[config.mk]
export PLATFORM = sky130hd
export DESIGN_NAME = stack_integer_alu_flat
export DESIGN_NICKNAME = d
export VERILOG_FILES = /design/src/hw/rtl/sia_pkg.sv /design/src/hw/rtl/sia_if.sv /design/src/hw/rtl/sia_ram.sv /design/src/hw/rtl/sia_muldiv.sv /design/src/hw/rtl/stack_integer_alu.sv /design/src/flat_wrapper.sv
export SDC_FILE = /design/constraint.sdc
export NUM_CORES = 2
export LEC_CHECK = 0
export ABC_CLOCK_PERIOD_IN_PS = 11200
export BUFFER_PORTS_ARGS = -buffer_cell sky130_fd_sc_hd__clkbuf_2
export CORE_MARGIN = 1.5
export CORE_UTILIZATION = 55
export CTS_CLUSTER_DIAMETER = 40
export DETAILED_ROUTE_END_ITERATION = 10
export PLACE_DENSITY = 0.71
export SETUP_SLACK_MARGIN = 0.4
export SLEW_MARGIN = 20
export SYNTH_ARGS = -nofsm -noshare
export SYNTH_HDL_FRONTEND = slang
export SYNTH_HIERARCHICAL = 1
export SYNTH_SLANG_ARGS = --single-unit
export TNS_END_PERCENT = 20
[constraint.sdc]
create_clock -name clk -period 11.2 [get_ports clk]
set_input_delay 2.8 -clock clk [delete_from_list [all_inputs] [get_ports clk]]
set_output_delay 2.8 -clock clk [all_outputs]
set_load 0.05 [all_outputs]
[src/hw/rtl/sia_pkg.sv]
// Shared constants, codes and types of the stack integer ALU.
`default_nettype none

package sia_pkg;

	// Stack geometry
	localparam int STACK_DEPTH = 64;
	localparam int WORD_W      = 32;
	localparam int CNT_W       = $clog2(STACK_DEPTH + 1);
	localparam int ADDR_W      = $clog2(STACK_DEPTH);
	localparam int DEPTH_OUT_W = 7;
	localparam int ITER_W      = $clog2(WORD_W);

	typedef logic [WORD_W-1:0] word_t;

	localparam word_t WORD_MIN = {1'b1, {(WORD_W-1){1'b0}}};

	// Command codes
	typedef logic [1:0] cmd_t;
	localparam cmd_t CMD_PUSH = 2'd0;
	localparam cmd_t CMD_POP  = 2'd1;
	localparam cmd_t CMD_ALU  = 2'd2;

	// ALU opcodes
	typedef logic [7:0] opcode_t;
	localparam opcode_t OP_ADD = 8'h34;
	localparam opcode_t OP_SUB = 8'h35;
	localparam opcode_t OP_MUL = 8'h36;
	localparam opcode_t OP_DIV = 8'h37;
	localparam opcode_t OP_REM = 8'h38;
	localparam opcode_t OP_LAND = 8'h3a;
	localparam opcode_t OP_LOR = 8'h3b;
	localparam opcode_t OP_BAND = 8'h3c;
	localparam opcode_t OP_BOR = 8'h3d;
	localparam opcode_t OP_LT = 8'h3e;
	localparam opcode_t OP_GT = 8'h3f;
	localparam opcode_t OP_LE = 8'h40;
	localparam opcode_t OP_GE = 8'h41;
	localparam opcode_t OP_EQ = 8'h42;
	localparam opcode_t OP_NE = 8'h43;

	// Result status
	typedef enum logic [2:0] {
		STAT_OK     = 3'd0,
		STAT_UNDER  = 3'd1,
		STAT_OVER   = 3'd2,
		STAT_DIVZ   = 3'd3,
		STAT_DIVOVF = 3'd4,
		STAT_UNSUP  = 3'd5
	} status_t;

	// Sequencer of the top level
	typedef enum logic [2:0] {
		S_IDLE,
		S_POP_RD,
		S_RD_LEFT,
		S_OPS,
		S_EXEC,
		S_MULDIV,
		S_WB,
		S_FIN
	} sia_state_t;

	// Iterative multiply/divide unit
	typedef enum logic [1:0] {
		MD_MUL,
		MD_DIV,
		MD_REM
	} md_op_t;

	typedef enum logic [1:0] {
		MD_IDLE,
		MD_RUN,
		MD_FIX
	} md_state_t;

	typedef struct packed {
		logic   start;
		md_op_t op;
		word_t  lhs;
		word_t  rhs;
	} md_req_t;

	typedef struct packed {
		logic  done;
		word_t result;
	} md_rsp_t;

endpackage

`default_nettype wire

[src/hw/rtl/sia_if.sv]
// Valid/ready channel interfaces for requests and results.
`default_nettype none

interface sia_req_if;
	import sia_pkg::*;
	logic                valid;
	logic                ready;
	logic [1:0]          command;
	logic [7:0]          alu_code;
	logic signed [WORD_W-1:0] push_value;

	modport source (output valid, output command, output alu_code, output push_value,
		input ready);
	modport sink (input valid, input command, input alu_code, input push_value,
		output ready);
endinterface

interface sia_rsp_if;
	import sia_pkg::*;
	logic                     valid;
	logic                     ready;
	logic [2:0]               status;
	logic signed [WORD_W-1:0] result_value;
	logic [DEPTH_OUT_W-1:0]   stack_depth;

	modport source (output valid, output status, output result_value, output stack_depth,
		input ready);
	modport sink (input valid, input status, input result_value, input stack_depth,
		output ready);
endinterface

`default_nettype wire

[src/hw/rtl/sia_ram.sv]
// Generic single-write, single-read RAM with registered read data.
`default_nettype none

module sia_ram #(
	parameter int WIDTH = 32,
	parameter int DEPTH = 64
) (
	input  wire logic                     clk,
	input  wire logic                     we,
	input  wire logic [$clog2(DEPTH)-1:0] waddr,
	input  wire logic [WIDTH-1:0]         wdata,
	input  wire logic [$clog2(DEPTH)-1:0] raddr,
	output logic      [WIDTH-1:0]         rdata
);

	logic [WIDTH-1:0] mem_q [DEPTH];

	// write port
	always_ff @(posedge clk) begin
		if (we) begin
			mem_q[waddr] <= wdata;
		end
	end

	// registered read port
	always_ff @(posedge clk) begin
		rdata <= mem_q[raddr];
	end

endmodule

`default_nettype wire

[src/hw/rtl/sia_muldiv.sv]
// Shared iterative unit: shift-add multiply and restoring signed divide/remainder.
`default_nettype none

module sia_muldiv import sia_pkg::*; (
	input  wire logic    clk,
	input  wire logic    arst_n,
	input  wire md_req_t req,
	output md_rsp_t      rsp
);

	md_state_t         state_q, state_d;
	md_op_t            op_q;
	word_t             acc_q;   // product, or partial remainder
	word_t             a_q;     // multiplicand, or dividend shifting into quotient
	word_t             b_q;     // multiplier, or divisor magnitude
	logic              neg_q;   // sign fix for divide/remainder
	logic [ITER_W-1:0] iter_q;

	logic              is_div;
	logic [WORD_W:0]   add_x, add_y, add_sum;
	word_t             lhs_abs, rhs_abs;

	// one shared adder: accumulate for multiply, trial subtract for divide
	always_comb begin
		is_div  = (op_q != MD_MUL);
		add_x   = is_div ? {acc_q, a_q[WORD_W-1]} : {1'b0, acc_q};
		add_y   = is_div ? ~{1'b0, b_q} : {1'b0, a_q};
		add_sum = add_x + add_y + {{WORD_W{1'b0}}, is_div};
	end

	always_comb begin
		lhs_abs = req.lhs[WORD_W-1] ? (~req.lhs + 1'b1) : req.lhs;
		rhs_abs = req.rhs[WORD_W-1] ? (~req.rhs + 1'b1) : req.rhs;
	end

	// next state
	always_comb begin
		state_d = state_q;
		unique case (state_q)
			MD_IDLE: if (req.start) state_d = MD_RUN;
			MD_RUN:  if (iter_q == '0) state_d = MD_FIX;
			MD_FIX:  state_d = MD_IDLE;
			default: state_d = MD_IDLE;
		endcase
	end

	always_ff @(posedge clk or negedge arst_n) begin
		if (!arst_n) begin
			state_q <= MD_IDLE;
		end else begin
			state_q <= state_d;
		end
	end

	// datapath
	always_ff @(posedge clk) begin
		if (state_q == MD_IDLE && req.start) begin
			op_q   <= req.op;
			acc_q  <= '0;
			iter_q <= ITER_W'(WORD_W - 1);
			if (req.op == MD_MUL) begin
				a_q   <= req.lhs;
				b_q   <= req.rhs;
				neg_q <= 1'b0;
			end else begin
				a_q   <= lhs_abs;
				b_q   <= rhs_abs;
				neg_q <= (req.op == MD_DIV) ? (req.lhs[WORD_W-1] ^ req.rhs[WORD_W-1])
				                            : req.lhs[WORD_W-1];
			end
		end else if (state_q == MD_RUN) begin
			iter_q <= iter_q - 1'b1;
			if (is_div) begin
				// negative trial keeps the shifted remainder
				if (add_sum[WORD_W]) begin
					acc_q <= {acc_q[WORD_W-2:0], a_q[WORD_W-1]};
					a_q   <= {a_q[WORD_W-2:0], 1'b0};
				end else begin
					acc_q <= add_sum[WORD_W-1:0];
					a_q   <= {a_q[WORD_W-2:0], 1'b1};
				end
			end else begin
				if (b_q[0]) begin
					acc_q <= add_sum[WORD_W-1:0];
				end
				a_q <= {a_q[WORD_W-2:0], 1'b0};
				b_q <= {1'b0, b_q[WORD_W-1:1]};
			end
		end
	end

	// outputs: result with sign correction in the last cycle
	always_comb begin
		rsp.done = (state_q == MD_FIX);
		case (op_q)
			MD_DIV:  rsp.result = neg_q ? (~a_q + 1'b1) : a_q;
			MD_REM:  rsp.result = neg_q ? (~acc_q + 1'b1) : acc_q;
			default: rsp.result = acc_q;
		endcase
	end

endmodule

`default_nettype wire

[src/hw/rtl/stack_integer_alu.sv]
// Stack integer ALU: operand stack in RAM, sequencer and shared multiply/divide unit.
// Steps from request accept to result valid: push goes straight to the output stage, pop
// reads the top word, add/sub/logic/compare read both operands, execute and write back, and
// multiply/divide/remainder run 32 iterations of the shared unit plus sign fix in between.
// One request at a time: the next request is accepted the cycle after the output register loads.
// Reset clears the stack count, sequencer and output valid; stack words stay undefined.
`default_nettype none

module stack_integer_alu import sia_pkg::*; (
	input wire logic clk,
	input wire logic arst_n,
	sia_req_if.sink  req,
	sia_rsp_if.source rsp
);

	sia_state_t           state_q, state_d;
	logic [CNT_W-1:0]     count_q;
	opcode_t              code_q;
	word_t                lhs_q, rhs_q;
	word_t                value_q;
	status_t              status_q;

	logic                 rsp_valid_q;
	status_t              rsp_status_q;
	word_t                rsp_value_q;
	logic [DEPTH_OUT_W-1:0] rsp_depth_q;

	logic                 acc;
	logic                 full, empty;
	logic [CNT_W-1:0]     count_dec;
	logic                 rsp_load;

	logic                 ram_we;
	logic [ADDR_W-1:0]    ram_waddr, ram_raddr;
	word_t                ram_wdata, ram_rdata;

	md_req_t              md_req;
	md_rsp_t              md_rsp;

	word_t                exec_val;
	status_t              exec_stat;
	logic                 exec_simple, exec_md;
	md_op_t               exec_op;

	assign acc       = req.valid && req.ready;
	assign full      = (count_q == CNT_W'(STACK_DEPTH));
	assign empty     = (count_q == '0);
	assign count_dec = count_q - 1'b1;
	assign rsp_load  = (state_q == S_FIN) && (!rsp_valid_q || rsp.ready);

	// stack storage
	sia_ram #(
		.WIDTH(WORD_W),
		.DEPTH(STACK_DEPTH)
	) u_stack (
		.clk  (clk),
		.we   (ram_we),
		.waddr(ram_waddr),
		.wdata(ram_wdata),
		.raddr(ram_raddr),
		.rdata(ram_rdata)
	);

	sia_muldiv u_muldiv (
		.clk   (clk),
		.arst_n(arst_n),
		.req   (md_req),
		.rsp   (md_rsp)
	);

	// opcode decode and combinational operations
	always_comb begin
		exec_val    = '0;
		exec_stat   = STAT_OK;
		exec_simple = 1'b0;
		exec_md     = 1'b0;
		exec_op     = MD_MUL;
		unique case (code_q) inside
			OP_ADD: begin exec_val = lhs_q + rhs_q; exec_simple = 1'b1; end
			OP_SUB: begin exec_val = lhs_q - rhs_q; exec_simple = 1'b1; end
			OP_MUL: begin exec_md = 1'b1; exec_op = MD_MUL; end
			OP_DIV, OP_REM: begin
				exec_op = (code_q == OP_DIV) ? MD_DIV : MD_REM;
				if (rhs_q == '0) begin
					exec_stat = STAT_DIVZ;
				end else if (lhs_q == WORD_MIN && rhs_q == '1) begin
					exec_stat = STAT_DIVOVF;
				end else begin
					exec_md = 1'b1;
				end
			end
			OP_LAND: begin
				exec_val    = WORD_W'(lhs_q != '0 && rhs_q != '0);
				exec_simple = 1'b1;
			end
			OP_LOR: begin
				exec_val    = WORD_W'(lhs_q != '0 || rhs_q != '0);
				exec_simple = 1'b1;
			end
			OP_BAND: begin exec_val = lhs_q & rhs_q; exec_simple = 1'b1; end
			OP_BOR:  begin exec_val = lhs_q | rhs_q; exec_simple = 1'b1; end
			OP_LT: begin
				exec_val = WORD_W'($signed(lhs_q) < $signed(rhs_q)); exec_simple = 1'b1;
			end
			OP_GT: begin
				exec_val = WORD_W'($signed(lhs_q) > $signed(rhs_q)); exec_simple = 1'b1;
			end
			OP_LE: begin
				exec_val = WORD_W'($signed(lhs_q) <= $signed(rhs_q)); exec_simple = 1'b1;
			end
			OP_GE: begin
				exec_val = WORD_W'($signed(lhs_q) >= $signed(rhs_q)); exec_simple = 1'b1;
			end
			OP_EQ: begin exec_val = WORD_W'(lhs_q == rhs_q); exec_simple = 1'b1; end
			OP_NE: begin exec_val = WORD_W'(lhs_q != rhs_q); exec_simple = 1'b1; end
			default: exec_stat = STAT_UNSUP;
		endcase
	end

	// next state
	always_comb begin
		state_d = state_q;
		unique case (state_q)
			S_IDLE: begin
				if (acc) begin
					unique case (req.command)
						CMD_PUSH: state_d = S_FIN;
						CMD_POP:  state_d = empty ? S_FIN : S_POP_RD;
						CMD_ALU:  state_d = (count_q < CNT_W'(2)) ? S_FIN : S_RD_LEFT;
						default:  state_d = S_FIN;
					endcase
				end
			end
			S_POP_RD:  state_d = S_FIN;
			S_RD_LEFT: state_d = S_OPS;
			S_OPS:     state_d = S_EXEC;
			S_EXEC: begin
				if (exec_simple) begin
					state_d = S_WB;
				end else if (exec_md) begin
					state_d = S_MULDIV;
				end else begin
					state_d = S_FIN;
				end
			end
			S_MULDIV: if (md_rsp.done) state_d = S_WB;
			S_WB:     state_d = S_FIN;
			S_FIN:    if (rsp_load) state_d = S_IDLE;
			default:  state_d = S_IDLE;
		endcase
	end

	// sequencer outputs: RAM ports, unit start, request ready
	always_comb begin
		req.ready    = (state_q == S_IDLE);
		ram_we       = 1'b0;
		ram_waddr    = count_q[ADDR_W-1:0];
		ram_wdata    = req.push_value;
		ram_raddr    = count_dec[ADDR_W-1:0];
		md_req.start = (state_q == S_EXEC) && exec_md;
		md_req.op    = exec_op;
		md_req.lhs   = lhs_q;
		md_req.rhs   = rhs_q;
		unique case (state_q)
			S_IDLE:    ram_we = acc && (req.command == CMD_PUSH) && !full;
			S_RD_LEFT: ram_raddr = count_q[ADDR_W-1:0];
			S_WB: begin
				ram_we    = 1'b1;
				ram_wdata = value_q;
			end
			default: ram_we = 1'b0;
		endcase
	end

	// control registers
	always_ff @(posedge clk or negedge arst_n) begin
		if (!arst_n) begin
			state_q     <= S_IDLE;
			count_q     <= '0;
			rsp_valid_q <= 1'b0;
		end else begin
			state_q <= state_d;
			if (acc) begin
				unique case (req.command)
					CMD_PUSH: if (!full) count_q <= count_q + 1'b1;
					CMD_POP:  if (!empty) count_q <= count_dec;
					CMD_ALU:  count_q <= (count_q < CNT_W'(2)) ? '0 : count_q - CNT_W'(2);
					default:  count_q <= count_q;
				endcase
			end else if (state_q == S_WB) begin
				count_q <= count_q + 1'b1;
			end
			if (rsp_load) begin
				rsp_valid_q <= 1'b1;
			end else if (rsp.ready) begin
				rsp_valid_q <= 1'b0;
			end
		end
	end

	// payload registers
	always_ff @(posedge clk) begin
		if (acc) begin
			code_q  <= req.alu_code;
			value_q <= '0;
			unique case (req.command)
				CMD_PUSH: status_q <= full ? STAT_OVER : STAT_OK;
				CMD_POP:  status_q <= empty ? STAT_UNDER : STAT_OK;
				CMD_ALU:  status_q <= (count_q < CNT_W'(2)) ? STAT_UNDER : STAT_OK;
				default:  status_q <= STAT_UNSUP;
			endcase
		end
		unique case (state_q)
			S_POP_RD:  value_q <= ram_rdata;
			S_RD_LEFT: rhs_q <= ram_rdata;
			S_OPS:     lhs_q <= ram_rdata;
			S_EXEC: begin
				status_q <= exec_stat;
				if (exec_simple) value_q <= exec_val;
			end
			S_MULDIV:  if (md_rsp.done) value_q <= md_rsp.result;
			default:   ;
		endcase
		if (rsp_load) begin
			rsp_status_q <= status_q;
			rsp_value_q  <= value_q;
			rsp_depth_q  <= DEPTH_OUT_W'(count_q);
		end
	end

	assign rsp.valid        = rsp_valid_q;
	assign rsp.status       = rsp_status_q;
	assign rsp.result_value = rsp_value_q;
	assign rsp.stack_depth  = rsp_depth_q;

`ifndef SYNTH
	a_count_bound: assert property (@(posedge clk) disable iff (!arst_n)
		count_q <= CNT_W'(STACK_DEPTH))
		else $error("stack count beyond depth");

	a_write_in_range: assert property (@(posedge clk) disable iff (!arst_n)
		ram_we |-> !full)
		else $error("stack write while full");

	a_md_to_wb: assert property (@(posedge clk) disable iff (!arst_n)
		(state_q == S_MULDIV && md_rsp.done) |=> state_q == S_WB)
		else $error("multiply/divide result not written back");

	a_wb_grows: assert property (@(posedge clk) disable iff (!arst_n)
		state_q == S_WB |=> count_q == $past(count_q) + 1'b1)
		else $error("write-back did not grow the stack");

	a_ready_no_md: assert property (@(posedge clk) disable iff (!arst_n)
		md_rsp.done |-> state_q == S_MULDIV)
		else $error("unit finished outside of its wait state");
`endif

endmodule

`default_nettype wire
[src/flat_wrapper.sv]
// flat-port wrapper written by rule: the top's interface ports become plain ports
module stack_integer_alu_flat import sia_pkg::*;
  (clk, arst_n, req_valid, req_command, req_alu_code, req_push_value, req_ready, rsp_valid, rsp_status, rsp_result_value, rsp_stack_depth, rsp_ready);
  sia_req_if req_i ();
  sia_rsp_if rsp_i ();
  input wire logic clk;
  input wire logic arst_n;
  input wire logic [$bits(req_i.valid)-1:0] req_valid;
  input wire logic [$bits(req_i.command)-1:0] req_command;
  input wire logic [$bits(req_i.alu_code)-1:0] req_alu_code;
  input wire logic [$bits(req_i.push_value)-1:0] req_push_value;
  output wire logic [$bits(req_i.ready)-1:0] req_ready;
  output wire logic [$bits(rsp_i.valid)-1:0] rsp_valid;
  output wire logic [$bits(rsp_i.status)-1:0] rsp_status;
  output wire logic [$bits(rsp_i.result_value)-1:0] rsp_result_value;
  output wire logic [$bits(rsp_i.stack_depth)-1:0] rsp_stack_depth;
  input wire logic [$bits(rsp_i.ready)-1:0] rsp_ready;
  assign req_i.valid = req_valid;
  assign req_i.command = req_command;
  assign req_i.alu_code = req_alu_code;
  assign req_i.push_value = req_push_value;
  assign req_ready = req_i.ready;
  assign rsp_valid = rsp_i.valid;
  assign rsp_status = rsp_i.status;
  assign rsp_result_value = rsp_i.result_value;
  assign rsp_stack_depth = rsp_i.stack_depth;
  assign rsp_i.ready = rsp_ready;
  stack_integer_alu u_core (.clk(clk), .arst_n(arst_n), .req(req_i), .rsp(rsp_i));
endmodule
==> flow_metrics.py <==
metrics = {
    "drt": {
        "via_per_inst": 6.731,
        "post-route-drc-count": 0,
        "avgRoutedWirePerCell_um": 31.98,
        "wirelength_um": 281800,
        "ant_nets": 0,
        "via_count": 59320,
        "drt_iter0_drc": 8506,
        "drt-pass1-iter-count": 10,
    },
    "synthesis": {
        "ys_warn_count": 6,
        "yosys_most_used_dff": "edfxtp_1",
        "synth_cell_types": 95,
        "syn_inst": 5992,
        "ys_seq_area_share_pct": 69.07,
        "synth_edf_count": 2232,
        "syn_area_mm2": 0.1004,
        "ys_seq_elements": 2346,
        "async_flop_share_pct": 0.5541,
        "syn_avg_cell_area_um2": 16.76,
        "synthesis.nets": 6186,
    },
    "clock_network": {
        "cts_setup_buffers": 0,
        "clk_latency_ns": 0.94,
        "clk_pin_slew_ns": 0.06,
        "cts_resized": 0,
        "cts_tree": "done",
        "cts_buffers": 321,
        "cts_htree_levels": 5,
        "cts.sinks": 2346,
        "clk_path_buf_depth": 4,
        "root_buffer": "clkbuf_16",
        "cts_hold_buf": 0,
    },
    "global_routing": {
        "grt_max_degree": 123,
        "first_global_vias": 57030,
        "antenna_found_initial": 16,
        "grt_pass1_wl_um": 403800,
        "gr-total-overflow": 0,
        "grt_usage_pct": 30.35,
    },
    "timing": {
        "relSlewSlack_pct": 15.95,
        "max_freq_mhz": 164.1,
        "worst_pin_slew_ns": 1.261,
        "slew_viol_final": 0,
        "finClkSkew_ns": 0.07088,
        "finalCriticalPeriod_ns": 6.093,
        "fin_crit_sh_pct": 54.40,
        "setup_tns_ns": 0,
        "finalHoldViolCount": 0,
        "rsz0062_at_grt": "false",
        "finalSetupViolCount": 0,
    },
    "power_and_ir_drop": {
        "pwr-share-seq_pct": 32.4,
        "switching_share_pct": 37.75,
        "comb_power_share_pct": 39.8,
        "intPower_mw": 22.68,
        "clkPwrFrac_pct": 27.8,
        "switching_power_mw": 13.75,
        "p_per_area_mw_per_mm2": 316.5,
        "ir_worst_vdd_mv": 0.3067,
        "power.leakage_nw": 38.28,
        "finalPower_mw": 36.43,
    },
    "floorplanning": {
        "rows": 156,
        "die_x_um": 430.3,
        "core_area_mm2": 0.1811,
        "start_util_pct": 55.45,
        "dieArea_mm2": 0.1852,
        "die_y_um": 430.3,
        "top_level_ports": 90,
    },
    "placed_design": {
        "placed_area_mm2": 0.1041,
        "hpwl_um": 168000,
        "numPortBuffers": 89,
        "gp_congestion": 0.9887,
    },
    "finish": {
        "finish.utilization_pct": 63.55,
        "final_cell_area_mm2": 0.1151,
        "nNetsFinal": 6387,
        "area_delta_synth_final_pct": 14.61,
        "drive_gt1_share_pct": 22.68,
        "fillers": 12180,
    },
    "critical_path": {
        "worstPathRequired_ns": 11.94,
        "worstPathMaxFanout": 109,
        "start_kind": "flop",
        "criticalPathCategory": "reg -> reg",
        "crit_path_end_kind": "flop",
        "arrival_ns": 6.84,
    },
    "hold_path": {
        "min_path_type": "reg -> reg",
    },
    "status": {
        "status": "completed",
    },
    "job": {
        "drv_cap": 0,
    },
}
==> registers in the layout, summed over array words and instances (netlist names), 5 cells and up <==
name and count:
u_core/code_q 8, u_core/count_q 7, u_core/lhs_q 32, u_core/rhs_q 32, u_core/rsp.result_value 32, u_core/rsp.stack_depth 7, u_core/u_muldiv/a_q 32, u_core/u_muldiv/acc_q 32
u_core/u_muldiv/b_q 32, u_core/u_muldiv/iter_q 5, u_core/u_stack/mem_q 2048, u_core/u_stack/rdata 32, u_core/value_q 32
==> power by group through the flow <==
stage | Clock [mW] | Sequential [mW] | Combinational [mW]
2_1_floorplan | 0 | 11.7 | 9.17
3_3_place_gp | 0 | 11.9 | 14.0
3_5_place_dp | 0 | 11.9 | 14.2
4_1_cts | 10.3 | 11.8 | 14.3
5_1_grt | 10.6 | 11.8 | 15.1
6_report | 10.1 | 11.8 | 14.5
==> final timing paths <==
path                                                from                          endpoint  slack, ns  depth (start not counted)
max reg2reg                u_core/count_q[1]$_DFFE_PN0P_  u_core/u_stack/rdata[20]$_DFF_P_       5.11                         12
min                         u_core/status_q[2]$_DFFE_PP_    u_core/rsp.status[2]$_DFFE_PP_       0.42                          0
max                        u_core/count_q[1]$_DFFE_PN0P_  u_core/u_stack/rdata[20]$_DFF_P_       5.11                         12
min reg2reg                 u_core/status_q[2]$_DFFE_PP_    u_core/rsp.status[2]$_DFFE_PP_       0.42                          0
min in group asynchronous                         arst_n     u_core/count_q[6]$_DFFE_PN0P_       1.89                          1
max in group asynchronous                         arst_n     u_core/count_q[4]$_DFFE_PN0P_       8.93                          1
==> placed cells by master (no fill, tap or decap), types with 36 or more instances in the layout <==
| cell | instances |
|---|---|
| edfxtp_1 | 2232 |
| clkbuf_2 | 89 |
| o22ai_1 | 97 |
| mux4_2 | 544 |
| mux2_2 | 42 |
| nor3_1 | 58 |
| o221ai_1 | 51 |
| nor2_4 | 63 |
| nor2_1 | 249 |
| clkbuf_16 | 329 |
| xor2_1 | 36 |
| o21ai_0 | 268 |
| xnor2_1 | 100 |
| nand3_1 | 53 |
| inv_1 | 159 |
| dfxtp_1 | 101 |
| nor4_1 | 37 |
| mux2i_1 | 124 |
| ha_1 | 144 |
| nand2_1 | 336 |
| buf_4 | 116 |
| a21oi_1 | 309 |
==> critical path, stage by stage (launching register included) <==
cell and delay (ns):
dfrtp_1 0.98, inv_1 0.26, ha_1 0.36, nand2_1 0.15
xnor2_2 0.12, buf_4 0.67, buf_12 0.63, buf_4 0.76
mux4_2 0.42, mux2i_1 0.24, nor2_1 0.09, a311oi_1 0.87
nor3_1 0.20
==> synth_stat cells, types with 22 or more instances <==
cell type	number	area, um^2
mux2_2	51	574.3
o22ai_1	97	606.8
a221oi_1	23	201.4
nor2b_1	37	231.5
o221ai_1	51	446.7
a211oi_1	22	165.2
mux4_2	544	12250
nor2_1	315	1182
mux2i_1	124	1241
nor4_1	37	231.5
xnor2_1	105	919.6
buf_2	70	350.3
nand3_1	53	265.3
nand2_1	338	1269
a21o_1	35	262.8
a22oi_1	26	195.2
o21ai_0	275	1376
nand2b_1	33	206.5
nor3_1	64	320.3
clkbuf_1	213	799.5
xor2_1	36	315.3
edfxtp_1	2232	67020
inv_1	159	596.8
dfxtp_1	101	2022
nand4_1	26	162.7
o31ai_1	34	255.2
ha_1	144	1802
buf_1	36	135.1
a21oi_1	311	1556
a31oi_1	25	156.4
buf_4	28	210.2
==> kinds of logic (layout without fill, tap and decap cells) <==
logic type	after synthesis	count (layout)	share of synthesized area, %
AOI/OAI and AO/OA	1105	1105	6.963
xor gates and xnor gates	141	141	1.230
adders and majority gates	149	149	1.884
and+or+nand+nor	1014	1014	4.666
DFF	2346	2346	69.07
muxes	719	719	14.01
buffers and inverters	518	963	2.180
other	0	5	0
==> through the flow <==
step | setup WS (ns) | instances | hold WS [ns]
2_1_floorplan | 4.549 | 5992 | 0.4003
5_1_grt | 4.863 | 8807 | 0.4257
4_1_cts | 5.307 | 8793 | 0.4239
3_3_place_gp | 4.910 | 8219 | 0.4047
6_report | 5.107 | 8812 | 0.4217
3_5_place_dp | 4.868 | 8226 | 0.4111
==> routing by layer <==
layer,routed length (um),up-vias,GRT usage [%]
met2,129100,4006,45.85
met3,33360,619,6.302
li1,-,24560,-
met1,104900,30130,42.89
met4,14390,8,14.00
met5,57,-,0
==> area by class of cell <==
| class | count | area (um^2) | share of cell area (%) |
|---|---|---|---|
| Timing Repair Buffer | 232 | 1917 | 1.665 |
| Multi-Input combinational cell | 3128 | 29560 | 25.68 |
| Inverter | 164 | 615.6 | 0.5348 |
| Clock buffer | 366 | 8412 | 7.308 |
| Antenna cell | 5 | 12.51 | 0.01087 |
| Clock inverter | 201 | 2251 | 1.956 |
| Tap cell | 2370 | 2965 | 2.576 |
| Sequential cell | 2346 | 69370 | 60.27 |
(Power assumes the default switching activity.)
